### config.mk
export PLATFORM = sky130hd
export DESIGN_NAME = ima_adpcm_block_encoder_core
export DESIGN_NICKNAME = d
export VERILOG_FILES = /design/src/hw/rtl/ima_enc_pkg.sv /design/src/hw/rtl/ima_enc_quant.sv /design/src/hw/rtl/ima_enc_outbuf.sv /design/src/hw/rtl/ima_adpcm_block_encoder_core.sv
export SDC_FILE = /design/constraint.sdc
export NUM_CORES = 1
export LEC_CHECK = 0
export BUFFER_PORTS_ARGS = -buffer_cell sky130_fd_sc_hd__buf_2
export CELL_PAD_IN_SITES_DETAIL_PLACEMENT = 0
export CELL_PAD_IN_SITES_GLOBAL_PLACEMENT = 1
export CORE_MARGIN = 2
export CORE_UTILIZATION = 45
export CTS_CLUSTER_DIAMETER = 50
export DETAILED_ROUTE_END_ITERATION = 12
export GPL_TIMING_DRIVEN = 1
export PLACE_DENSITY_LB_ADDON = 0.2
export SLEW_MARGIN = 0
export SYNTH_ARGS = -nofsm -noshare
export SYNTH_HDL_FRONTEND = slang
export SYNTH_SLANG_ARGS = --single-unit
### constraint.sdc
create_clock -name clk -period 17.12 [get_ports clk]
set_input_delay 0.856 -clock clk [delete_from_list [all_inputs] [get_ports clk]]
set_output_delay 0.856 -clock clk [all_outputs]
set_load 0.01 [all_outputs]
### src/hw/rtl/ima_enc_pkg.sv
`default_nettype none
package ima_enc_pkg;

  localparam int CHANNELS   = 2;
  localparam int CHAN_IDX_W = (CHANNELS > 1) ? $clog2(CHANNELS) : 1;
  localparam int MAX_INDEX  = 88;

  localparam logic FUNC_HEADER = 1'b0;
  localparam logic FUNC_SAMPLE = 1'b1;

  localparam logic signed [17:0] PRED_MAX = 18'sd32767;
  localparam logic signed [17:0] PRED_MIN = -18'sd32767;

  localparam logic [14:0] STEP_TABLE [0:MAX_INDEX] = '{
    15'd7,     15'd8,     15'd9,     15'd10,    15'd11,    15'd12,    15'd13,    15'd14,
    15'd16,    15'd17,    15'd19,    15'd21,    15'd23,    15'd25,    15'd28,    15'd31,
    15'd34,    15'd37,    15'd41,    15'd45,    15'd50,    15'd55,    15'd60,    15'd66,
    15'd73,    15'd80,    15'd88,    15'd97,    15'd107,   15'd118,   15'd130,   15'd143,
    15'd157,   15'd173,   15'd190,   15'd209,   15'd230,   15'd253,   15'd279,   15'd307,
    15'd337,   15'd371,   15'd408,   15'd449,   15'd494,   15'd544,   15'd598,   15'd658,
    15'd724,   15'd796,   15'd876,   15'd963,   15'd1060,  15'd1166,  15'd1282,  15'd1411,
    15'd1552,  15'd1707,  15'd1878,  15'd2066,  15'd2272,  15'd2499,  15'd2749,  15'd3024,
    15'd3327,  15'd3660,  15'd4026,  15'd4428,  15'd4871,  15'd5358,  15'd5894,  15'd6484,
    15'd7132,  15'd7845,  15'd8630,  15'd9493,  15'd10442, 15'd11487, 15'd12635, 15'd13899,
    15'd15289, 15'd16818, 15'd18500, 15'd20350, 15'd22385, 15'd24623, 15'd27086, 15'd29794,
    15'd32767
  };

  // Index adjustment by code magnitude, sign-extended to 5 bits.
  function automatic logic signed [4:0] index_adjust(input logic [2:0] mag);
    logic signed [4:0] adj;
    case (mag)
      3'd4:    adj = 5'sd2;
      3'd5:    adj = 5'sd4;
      3'd6:    adj = 5'sd6;
      3'd7:    adj = 5'sd8;
      default: adj = -5'sd1;
    endcase
    return adj;
  endfunction

  typedef struct packed {
    logic [3:0]         code;
    logic signed [15:0] pred_next;
    logic [6:0]         index_next;
  } ima_enc_quant_t;

  // Up to four result bytes of one transaction, byte 0 is sent first.
  typedef struct packed {
    logic [2:0]      count;
    logic [3:0][7:0] bytes;
  } ima_enc_burst_t;

endpackage
`default_nettype wire

### src/hw/rtl/ima_enc_quant.sv
`default_nettype none
module ima_enc_quant (
  input  wire logic signed [15:0] sample,
  input  wire logic signed [15:0] pred,
  input  wire logic [6:0]         index,
  output ima_enc_pkg::ima_enc_quant_t result
);

  logic [6:0]         idx_c;
  logic [14:0]        step;
  logic signed [16:0] diff;
  logic               neg;
  logic [16:0]        mag0, mag1, mag2;
  logic [16:0]        s2, s1, s0;
  logic               b2, b1, b0;
  logic [16:0]        recon;
  logic signed [17:0] pred_wide;
  logic signed [7:0]  ni;

  always_comb begin
    idx_c = (index > 7'(ima_enc_pkg::MAX_INDEX)) ? 7'(ima_enc_pkg::MAX_INDEX) : index;
    step  = ima_enc_pkg::STEP_TABLE[idx_c];
    diff  = {sample[15], sample} - {pred[15], pred};
    neg   = diff[16];
    mag0  = neg ? 17'(-diff) : 17'(diff);

    s2 = {2'b00, step};
    s1 = {3'b000, step[14:1]};
    s0 = {4'b0000, step[14:2]};

    // Three compare steps against step, step/2 and step/4; the first two also subtract.
    b2   = (mag0 >= s2);
    mag1 = b2 ? (mag0 - s2) : mag0;
    b1   = (mag1 >= s1);
    mag2 = b1 ? (mag1 - s1) : mag1;
    b0   = (mag2 >= s0);

    recon = {5'b00000, step[14:3]} + (b2 ? s2 : 17'd0) + (b1 ? s1 : 17'd0)
          + (b0 ? s0 : 17'd0);

    pred_wide = neg ? ({{2{pred[15]}}, pred} - $signed({1'b0, recon}))
                    : ({{2{pred[15]}}, pred} + $signed({1'b0, recon}));

    if (pred_wide > ima_enc_pkg::PRED_MAX) begin
      result.pred_next = 16'(ima_enc_pkg::PRED_MAX);
    end else if (pred_wide < ima_enc_pkg::PRED_MIN) begin
      result.pred_next = 16'(ima_enc_pkg::PRED_MIN);
    end else begin
      result.pred_next = pred_wide[15:0];
    end

    ni = $signed({1'b0, idx_c}) + 8'(ima_enc_pkg::index_adjust({b2, b1, b0}));
    if (ni < 8'sd0) begin
      result.index_next = 7'd0;
    end else if (ni > 8'(ima_enc_pkg::MAX_INDEX)) begin
      result.index_next = 7'(ima_enc_pkg::MAX_INDEX);
    end else begin
      result.index_next = ni[6:0];
    end

    result.code = {neg, b2, b1, b0};
  end

endmodule
`default_nettype wire

### src/hw/rtl/ima_enc_outbuf.sv
`default_nettype none
module ima_enc_outbuf (
  input  wire logic                        clk,
  input  wire logic                        rst,
  input  wire logic                        load,
  input  wire ima_enc_pkg::ima_enc_burst_t burst,
  output logic                             can_load,
  output logic                             m_tvalid,
  input  wire logic                        m_tready,
  output logic [7:0]                       m_tdata,   // out_byte[7:0]
  output logic                             m_tlast
);

  logic [3:0][7:0] bytes;
  logic [1:0]      ptr;
  logic [2:0]      count;
  logic            pop;

  assign m_tvalid = (count != 3'd0);
  assign m_tdata  = bytes[ptr];
  assign m_tlast  = (count == 3'd1);
  assign pop      = m_tvalid && m_tready;
  assign can_load = (count == 3'd0) || ((count == 3'd1) && m_tready);

  always_ff @(posedge clk) begin
    if (rst) begin
      ptr   <= 2'd0;
      count <= 3'd0;
    end else if (load) begin
      bytes <= burst.bytes;
      ptr   <= 2'd0;
      count <= burst.count;
    end else if (pop) begin
      ptr   <= ptr + 2'd1;
      count <= count - 3'd1;
    end
  end

  a_load_only_when_free: assert property (@(posedge clk) disable iff (rst)
    load |-> ((count == 3'd0) || ((count == 3'd1) && m_tready)))
    else $error("output buffer loaded while bytes are still pending");

  a_ptr_in_range: assert property (@(posedge clk) disable iff (rst)
    (count != 3'd0) |-> (({2'b00, ptr} + {1'b0, count}) <= 4'd4))
    else $error("output buffer read pointer runs past the last byte");

  a_drains_empty: assert property (@(posedge clk) disable iff (rst)
    (pop && (count == 3'd1) && !load) |=> !m_tvalid)
    else $error("output buffer still valid after its last byte was taken");

endmodule
`default_nettype wire

### src/hw/rtl/ima_adpcm_block_encoder_core.sv
`default_nettype none
// Channel | Direction | Handshake          | Payload
// s_*     | in        | s_tvalid/s_tready  | s_tdata = pcm_sample, s_tuser = func, chan
// m_*     | out       | m_tvalid/m_tready  | m_tdata = out_byte, m_tlast = last_of_run
//
// Each transaction is captured in an input register; from there the quantizer and the
// channel state update run in one pass and the result bytes go into the output buffer.
// A sample transaction is accepted every cycle unless its byte finds the output buffer busy; a
// header loads four bytes, and the output buffer sends one byte per cycle while m_tready is high.
// Reset clears all channel state and empties both registers.
// A stalled output holds the input register once the buffer cannot take the next bytes.
module ima_adpcm_block_encoder_core (
  input  wire logic        clk,
  input  wire logic        rst,
  input  wire logic        s_tvalid,
  output logic             s_tready,
  input  wire logic [15:0] s_tdata,   // pcm_sample[15:0]
  input  wire logic [3:0]  s_tuser,   // func[0], chan[3:1]
  output logic             m_tvalid,
  input  wire logic        m_tready,
  output logic [7:0]       m_tdata,   // out_byte[7:0]
  output logic             m_tlast
);

  localparam int CH  = ima_enc_pkg::CHANNELS;
  localparam int CIW = ima_enc_pkg::CHAN_IDX_W;

  logic               in_valid;
  logic               func_q;
  logic [2:0]         chan_q;
  logic signed [15:0] sample_q;

  logic signed [15:0] pred_st  [CH];
  logic [6:0]         index_st [CH];
  logic [3:0]         pend_st  [CH];
  logic               phase_st [CH];

  logic [CIW-1:0]              ch;
  logic                        chan_ok;
  ima_enc_pkg::ima_enc_quant_t qres;
  ima_enc_pkg::ima_enc_burst_t burst;
  logic                        can_load;
  logic                        advance;
  logic                        load;

  assign ch      = chan_q[CIW-1:0];
  assign chan_ok = ({1'b0, chan_q} < 4'(CH));

  ima_enc_quant u_quant (
    .sample (sample_q),
    .pred   (pred_st[ch]),
    .index  (index_st[ch]),
    .result (qres)
  );

  always_comb begin
    burst.bytes = '0;
    burst.count = 3'd0;
    if (chan_ok) begin
      if (func_q == ima_enc_pkg::FUNC_HEADER) begin
        burst.bytes[0] = pred_st[ch][7:0];
        burst.bytes[1] = pred_st[ch][15:8];
        burst.bytes[2] = {1'b0, index_st[ch]};
        burst.bytes[3] = 8'h00;
        burst.count    = 3'd4;
      end else if (phase_st[ch]) begin
        burst.bytes[0] = {qres.code, pend_st[ch]};
        burst.count    = 3'd1;
      end
    end
  end

  // A transaction that yields no byte never waits for the output side.
  assign advance  = in_valid && ((burst.count == 3'd0) || can_load);
  assign load     = advance && (burst.count != 3'd0);
  assign s_tready = !in_valid || advance;

  always_ff @(posedge clk) begin
    if (rst) begin
      in_valid <= 1'b0;
      for (int i = 0; i < CH; i++) begin
        pred_st[i]  <= '0;
        index_st[i] <= '0;
        pend_st[i]  <= '0;
        phase_st[i] <= 1'b0;
      end
    end else begin
      if (s_tready) begin
        in_valid <= s_tvalid;
        func_q   <= s_tuser[0];
        chan_q   <= s_tuser[3:1];
        sample_q <= s_tdata;
      end
      if (advance && chan_ok) begin
        if (func_q == ima_enc_pkg::FUNC_HEADER) begin
          pend_st[ch]  <= 4'd0;
          phase_st[ch] <= 1'b0;
        end else begin
          pred_st[ch]  <= qres.pred_next;
          index_st[ch] <= qres.index_next;
          pend_st[ch]  <= phase_st[ch] ? 4'd0 : qres.code;
          phase_st[ch] <= !phase_st[ch];
        end
      end
    end
  end

  ima_enc_outbuf u_outbuf (
    .clk      (clk),
    .rst      (rst),
    .load     (load),
    .burst    (burst),
    .can_load (can_load),
    .m_tvalid (m_tvalid),
    .m_tready (m_tready),
    .m_tdata  (m_tdata),
    .m_tlast  (m_tlast)
  );

  a_input_holds: assert property (@(posedge clk) disable iff (rst)
    (in_valid && !advance) |=> (in_valid && $stable(chan_q) && $stable(func_q)))
    else $error("input register changed while its transaction was waiting");

  a_bad_channel_silent: assert property (@(posedge clk) disable iff (rst)
    (in_valid && !chan_ok) |-> (burst.count == 3'd0))
    else $error("out-of-range channel produced output bytes");

  a_header_four_bytes: assert property (@(posedge clk) disable iff (rst)
    (advance && chan_ok && (func_q == ima_enc_pkg::FUNC_HEADER)) |-> load)
    else $error("header transaction advanced without loading its bytes");

endmodule
`default_nettype wire
# == Word-level counts from Yosys, hierarchy flattened ==
# Memory sizes are Yosys's and may differ from the RTL's. A register that Yosys moved wholly into a read port is not among the register bits.
# Index checks and enable logic that the tools add are counted.
# Widths: inputs -> output; s select.
# op_classes
addsub,12
magnitude_cmp,11
n_eq_ne,5
mux,54
bitwise_logic,5
reduce_logical,23
# op_table
op,count
$mux 15,4
$mux 17,3
$mux 16,3
$mux 35,1
$add 17x17->17,2
$mux 7,4
$mux 1,25
$mux 8,3
$pmux 5 s4,1
$add 18x17->18,1
$gt 18x16->1 const B,1
$lt 18x16->1 const B,1
$mux 18,1
$sub 18x17->18,1
$add 12x17->17,1
$ge 17x13->1,1
$ge 17x14->1,1
$ge 17x15->1,1
$neg 17->17,1
$sub 16x16->17,1
$sub 17x14->17,1
$sub 17x15->17,1
$bmux 8 s2,1
$reduce_or 16->1,1
other kinds (29),49
# word_totals
reg_bits,58
ramBits,56
mem_bits_ro,1920
input_bits,24
output_inout_bits,11
mem_count,5
# memory_table
name,words,width,rd,rd_ports_with_merged_regs,write_ports,line_no,rtl
(no name shown),128,15,1,0,0,ima_enc_quant.sv:22,step = ima_enc_pkg::STEP_TABLE[idx_c];
pred_st,2,16,1,1,2,ima_adpcm_block_encoder_core.sv:33,logic signed [15:0] pred_st [CH];
index_st,2,7,1,1,2,ima_adpcm_block_encoder_core.sv:34,logic [6:0] index_st [CH];
pend_st,2,4,1,1,2,ima_adpcm_block_encoder_core.sv:35,logic [3:0] pend_st [CH];
phase_st,2,1,1,1,2,ima_adpcm_block_encoder_core.sv:36,logic phase_st [CH];

# == Longest topological paths before layout ==
# Gate-level depths: netlist (run 1).
# logic_depth
depth_word,24
depth_mapped,84

# == Cells and area by module ==
# Synthesis (run 1) repeated with hierarchy kept, for this count alone.
# hier_totals
cells_unflattened,1579
area_unflattened_um2,13565.5
# by_module_without_submodules
mod,instances,cells_per_inst,area_each_um2
ima_enc_quant,1,1271,8628.3
ima_adpcm_block_encoder_core,1,227,3438.3
ima_enc_outbuf,1,81,1498.9

# == Worst setup path after synthesis (run 1) ==
# No wires, ideal clock.
# synth_timing
kind,register to register
startpoint,register (tool-made name)
endpoint,memory pred_st[1][10] (data pin)
t_arrival_ps,17197
required_ps,16856
path_slack_ps,-340
path_stages_with_launch,77
n_path_buf,6
period_less_slack_ps,17460
cell_sequence,dfxtp_1 -> clkbuf_1 -> clkbuf_1 -> clkbuf_1 -> mux2i_1 -> inv_1 -> ha_1 -> fa_1 -> and2b_1 -> o21ai_0 -> a2111oi_0 -> o211ai_1 -> a31o_2 -> buf_1 -> o21ai_0 -> ha_1 -> nor2b_1 -> o21ai_0 -> (+41 left out) -> a21oi_1 -> xnor2_1 -> nor4_1 -> and2_1 -> nand2_1 -> nor2_1 -> a21oi_1 -> xnor2_1 -> ha_1 -> and2_1 -> a31o_2 -> a41o_1 -> o41ai_1 -> o21a_1 -> xor2_1 -> o21ai_0 -> clkbuf_1 -> o21bai_1
# synth_lines
element,line_no
end: declaration,ima_adpcm_block_encoder_core.sv:33

==> results of run 1 <==
## logic make-up (layout without fill, tap and decap cells)
| group | after synthesis | after routing |
|---|---|---|
| AOI/OAI and AO/OA | 442 | 442 |
| muxes | 55 | 55 |
| adders and majority gates | 152 | 152 |
| xor gates and xnor gates | 99 | 99 |
| and+or+nand+nor | 459 | 459 |
| buffers and inverters | 151 | 242 |
| DFF | 106 | 106 |
## layout make-up
| type | instances | area share |
|---|---|---|
| multi-input cells | 1207 | 0.6335 |
| flip-flops and latches | 106 | 0.2205 |
| repair buffers | 133 | 0.06807 |
| well taps | 341 | 0.03019 |
| inverters | 93 | 0.02532 |
| clock buffers | 9 | 0.01593 |
| clock inverters | 7 | 0.006462 |
## metal layers
layer	up-vias	GRT usage
li1	5558	-
met1	5496	0.3818
met2	392	0.4366
met3	40	0.02698
met4	0	0.05388
met5	-	0
## timing repair
action,in CTS,in global routing
gates cloned,0,3
endpoints found under the setup margin,26,32
gates resized for setup,3,73
pin swaps,0,13
buffers inserted,0,6
## layout by cell type, fill, tap and decap left out, types with 38 or more instances in the layout
master | Yosys | routed
nor2_1 | 169 | 167
ha_1 | 122 | 121
nand2_1 | 111 | 110
edfxtp_1 | 99 | 99
a21oi_1 | 101 | 98
inv_1 | 91 | 90
buf_4 | 2 | 90
o21ai_0 | 106 | 89
xnor2_1 | 58 | 56
xor2_1 | 41 | 38
## worst max-delay path by stage
| stage | from | depth (start not counted) | to | slack [ns] |
|---|---|---|---|---|
| floorplan | flip-flop | 76 | pred_st[1][10] | 0.03 |
| CTS | flip-flop | 76 | pred_st[1][11] | 0.11 |
| global route | flip-flop | 76 | pred_st[0][13] | 0.03 |
| detailed placement | flip-flop | 76 | pred_st[1][11] | -0.31 |
| finish | flip-flop | 77 | pred_st[1][0] | 0.99 |
| global placement | flip-flop | 76 | pred_st[1][2] | -0.06 |
## sequential cells by signal, summed over array words and instances, names as in the netlist, named ones only
signal and count:
index_st 14, chan_q 3, pend_st 8, u_outbuf.bytes 23
in_valid 1, u_outbuf.ptr 2, sample_q 16, func_q 1
pred_st 32, u_outbuf.count 3, phase_st 2
## stage by stage
stage / hold WS [ns] / setup WS (ns)
detailed placement: 0.4900 / -0.3053
floorplan: 0.4714 / 0.02726
finish: 0.4983 / 0.9948
global route: 0.5471 / 0.03320
global placement: 0.4875 / -0.06368
CTS: 0.4977 / 0.1135
## critical path, delay by kind of cell (launching register included)
kind | cells | cell delay, ns
AO/OA/AOI/OAI | 38 | 6.40
flip-flops | 1 | 0.42
AND/OR/NAND/NOR | 15 | 2.38
XOR/XNOR | 3 | 0.47
multiplexers | 4 | 1.56
buffers and inverters | 7 | 1.09
adder cells (fa/ha/maj) | 10 | 3.61
==> impl_results.md, run 1 <==
- Status: finished, final reports clean
- Fin area: 14130 um2
- Dpl cells: about 1900
- Distinct cells, synth: 89
- Grt total ovfl: 0
- Adder-cell area share of the yosys netlist: 0.1710
- Root buffer cell: clkbuf_16
- Top-count cell post-synth: nor2_1
- Endpoint, Worst Hold: u_outbuf.count[1]
- Vias in the first global route: 10760
- Post-synth EDFFs: 99
- CP required: approximately 17 ns
- DRT Pass-1 Iters: 6
- Post-Synth Simple-Gate Area: 0.1769
- Via density: ~6
- Via Count: 11490
- Row count: 60
- Port bufs: 34
- Drt wl/cell: 20.26 um
- Filler Cell Count: 2598
- Gr usage total: 0.2663
- I/O Pins: 35
- Hold_sp: u_outbuf.count[1]
- Mapped Area: 12440 um2
- Die area: 28980 um2
- M1 wire length: 17580 um
- HPWL after DPL: approximately 30000 um
- Leading area contributor after synthesis: edfxtp_1
- Yosys reg bits: 106
- Hold/Removal Path Class: reg -> reg
- Asr flop ratio synth: 0
- Synth Warn #: 0
- Area Growth Syn to Fin: 13.66%
- Seq/Total Area, Yosys: 0.2503
- Mapped Cells: 1464
- TritonCTS clock tree: yes
- Post-route setup TNS: 0 ns
- Final hold viol count: 0
- Final Max Tran Viols: 0
- Max stage delay on crit path: roughly 0.57 ns
- GPL Wtd Cong: 0.9349
- Layout cell share with drive strength beyond 1: 0.1543
- Global-route wire length before repair: about 60000 um
- Area share of the largest cell type after synthesis: 0.2391
- Antenna Nets Post-Route: 0
- Critical path arrival: 16.33 ns
- Core Footprint: 27030 um2
- Setup Crit Path Kind: reg -> reg
- Multi-input logic area: about 9000 um2
- R2R Setup Slk: 0.99 ns
- Worst Hold Path Cells: 2
- WL met2: ~18000 um
- Area share of xor/xnor cells in the synthesized design: 0.06973
- Residual DRC count: 0
- 1st-iter DRT viols: 927
- H-Tree Depth: 3
- Slew headroom: 0.1787
- Metal3 WL: 2336 um
- Max Cap Violations: 0
- Final setup vio count: 0
- Syn Nets: 1640
- Clk_skew: 0.01574 ns
- Final Non-Filler Cells: 1896
- R2R depth: just under 80
- Largest net degree at the start of global routing: 31
- Core Util, Final: 0.5230
- Clk_lat worst skew: between 0.3 and 0.4 ns
- Post-synth top cells: nor2_1, ha_1, nand2_1, o21ai_0, a21oi_1
- Post-synthesis compound-gate area fraction: 0.2372
- TritonCTS buffer count: 9
- Worst Tran Pin Value: 1.232 ns
- Fmax achieved: 0.06201 GHz
- DP Area: roughly 13000 um2
- RSZ-0062 raised after global routing: false
- Main area contributors after synthesis: edfxtp_1, ha_1, nor2_1
- Max FO, Critical Path: 15
- Highest routed layer: met4
- Final nets: 1726
- Register area: just over 3000 um2
- CTS Buffer Depth: 2
- Post-synth top flop: edfxtp_1
- RR Endpoint: pred_st[1][0]
- Tmin final: between 15 and 20 ns
- Mux contribution to synthesized area: 0.04668
- Largest family of logic cells by synthesized area: compound AO/OA/AOI/OAI gates
- Worst Setup End Kind: flip-flop
- Fin crit share: 0.9419
- Antenna violations before repair: 1
- ANT cells: 0
- Routed WL: around 38000 um
- CP Launch Type: flip-flop
- CTS clk-pin slew, worst paths: 0.09 ns
- Synthesized area per cell: 8.494 um2
- Die height: about 170 um
- Starting Density: 0.4601
- Clock sink total: 106
- Hold Buf Count CTS: 0
- Die X: ~170 um
- CP max-delay cell: fa_1
Power of run 1 is left out: the tool's default activity adds up to more than one toggle a clock period on the data nets, which glitch-free logic cannot reach.
==> run 2, diff against run 1 <==
--- a/config.mk
+++ b/config.mk
@@ -5,11 +5,12 @@
 export SDC_FILE = /design/constraint.sdc
 export NUM_CORES = 1
 export LEC_CHECK = 0
-export BUFFER_PORTS_ARGS = -buffer_cell sky130_fd_sc_hd__buf_2
+export BUFFER_PORTS_ARGS = -buffer_cell sky130_fd_sc_hd__clkbuf_2
 export CELL_PAD_IN_SITES_DETAIL_PLACEMENT = 0
 export CELL_PAD_IN_SITES_GLOBAL_PLACEMENT = 1
 export CORE_MARGIN = 2
-export CORE_UTILIZATION = 45
+export CORE_UTILIZATION = 46
+export CTS_BUF_LIST = sky130_fd_sc_hd__clkbuf_4
 export CTS_CLUSTER_DIAMETER = 50
 export DETAILED_ROUTE_END_ITERATION = 12
 export GPL_TIMING_DRIVEN = 1
==> impl_results.md, run 2 (synthesis results as in run 1) <==
- Max FO, Critical Path: 30 (+15)
- Status: finished, final reports clean
- Gr usage total: 0.2695 (+0.003151)
- Port bufs: 34 (unchanged)
- Tmin final: 16.27 ns (+0.1412 ns)
- CTS clk-pin slew, worst paths: 0.18 ns (+0.09 ns)
- Max stage delay on crit path: 0.56 ns (about the same)
- Worst Tran Pin Value: 1.194 ns (-0.03785 ns)
- DRT Pass-1 Iters: 7 (+1)
- TritonCTS buffer count: 9 (unchanged)
- Most common library cell in the layout ignoring fill and taps: nor2_1
- Routed WL: 38320 um (-0.22%)
- Largest net degree at the start of global routing: 31 (unchanged)
- H-Tree Depth: 3 (unchanged)
- GPL Wtd Cong: 0.9600 (+2.7%)
- Via Count: 11410 (-0.64%)
- Drt wl/cell: 20.28 um (about the same)
- Max Cap Violations: 0 (unchanged)
- Largest Register: pred_st
- Most frequent cells in the layout: nor2_1, ha_1, nand2_1
- Row count: 60 (unchanged)
- Clk_skew: 0.03508 ns (+0.01934 ns)
- Hold/Removal Path Class: reg -> reg
- CTS Buffer Depth: 2 (unchanged)
- Via density: 6.039 (-0.32%)
- Global-route wire length before repair: 60200 um (+0.19%)
- HPWL after DPL: 30430 um (+1.4%)
- Setup Crit Path Kind: reg -> reg
- Hold_sp: u_outbuf.count[1]
- Starting Density: 0.4653 (+0.005170)
- Area Growth Syn to Fin: 11.98%
- Final hold viol count: 0 (unchanged)
- Residual DRC count: 0 (unchanged)
- Grt total ovfl: 0 (unchanged)
- Die height: 168.4 um (-1.1%)
- Root buffer cell: clkbuf_4
- CP max-delay cell: fa_1
- Clk_lat worst skew: 0.50 ns (+0.13 ns)
- CP Launch Type: flip-flop
- Fmax achieved: 0.06148 GHz (-0.87%)
- Die X: 168.4 um (-1.1%)
- Core Footprint: 26730 um2 (-1.1%)
- Post-route setup TNS: 0 ns (unchanged)
- Slew headroom: 0.2039 (+0.02523)
- Final Max Tran Viols: 0 (unchanged)
- Critical path arrival: 16.58 ns (+0.25 ns)
- Final nets: 1719 (-0.41%)
- Fin area: 13930 um2 (-1.5%)
- Vias in the first global route: 10930 (+1.6%)
- Layout cell share with drive strength beyond 1: 0.1518 (-0.002532)
- Largest register FFs: 32 (unchanged)
- Biggest regs: pred_st (32), u_outbuf.bytes (23), sample_q (16)
- Worst Setup End Kind: flip-flop
- I/O Pins: 35 (unchanged)
- CP required: 17.44 ns (+0.12 ns)
- Fin crit share: 0.9501 (+0.008249)
- Die area: 28370 um2 (-2.1%)
- Antenna violations before repair: 0 (-1)
- TritonCTS clock tree: yes
- 1st-iter DRT viols: 811 (-13%)
- Antenna Nets Post-Route: 0 (unchanged)
- Final setup vio count: 0 (unchanged)
- Clock sink total: 106 (unchanged)
- DP Area: 13480 um2 (about the same)
## run 2: what timing repair did
item | CTS | global route
hold buffers | 0 | 0
setup buffers | 0 | 4
endpoints found under the setup margin | 26 | 32
resized for setup | 3 | 54
pin swaps | 0 | 7
gates cloned | 0 | 1
## run 2: per-stage QoR
stage / hold WS [ns] / util / setup slack (ns) / std cells
after global routing: 0.4835 / 0.5210 / -0.03734 / 1889
after detailed placement: 0.4876 / 0.5042 / -0.1228 / 1868
after floorplan: 0.4714 / - / 0.02726 / 1464
after CTS: 0.5012 / 0.5107 / 0.01106 / 1884
after global placement: 0.4816 / 0.5042 / 0.1454 / 1868
final: 0.5050 / 0.5211 / 0.8535 / 1890
## run 2: worst paths after layout
kind | slack, ns | to | cells past startpoint
worst max register to register | 0.85 | pred_st[0][3] | 75
worst min-delay path | 0.50 | u_outbuf.count[1] | 2
worst min register to register | 0.50 | u_outbuf.count[1] | 2
worst max-delay path | 0.85 | pred_st[0][3] | 75
## run 2: cell type report
class | count | area (um2)
Tap cell | 341 | 426.7
Timing Repair Buffer | 126 | 874.6
Fill cell | 2581 | 12800
Inverter | 93 | 354.1
Antenna cell | 1 | 2.502
Clock buffer | 9 | 67.56
Multi-Input combinational cell | 1207 | 8989
Clock inverter | 7 | 95.09
Sequential cell | 106 | 3117
## run 2: critical path: cells and delay by family, from the launching register on
| family | cells | cell delay [ns] |
|---|---|---|
| fa+ha+maj | 9 | 3.16 |
| flops | 1 | 0.45 |
| mux | 4 | 1.20 |
| xor+xnor | 3 | 0.51 |
| buf+inv | 6 | 1.05 |
| simple gates | 15 | 2.52 |
| compound gates | 38 | 7.20 |
## run 2: metal layers
layer,up-vias,global-route usage,share of wire
li1,5535,-,-
met1,5462,0.3755,0.45
met2,359,0.4457,0.47
met3,57,0.03220,0.057
met4,0,0.06822,0.019
met5,-,0,0
Power of run 2 is left out for the same reason.
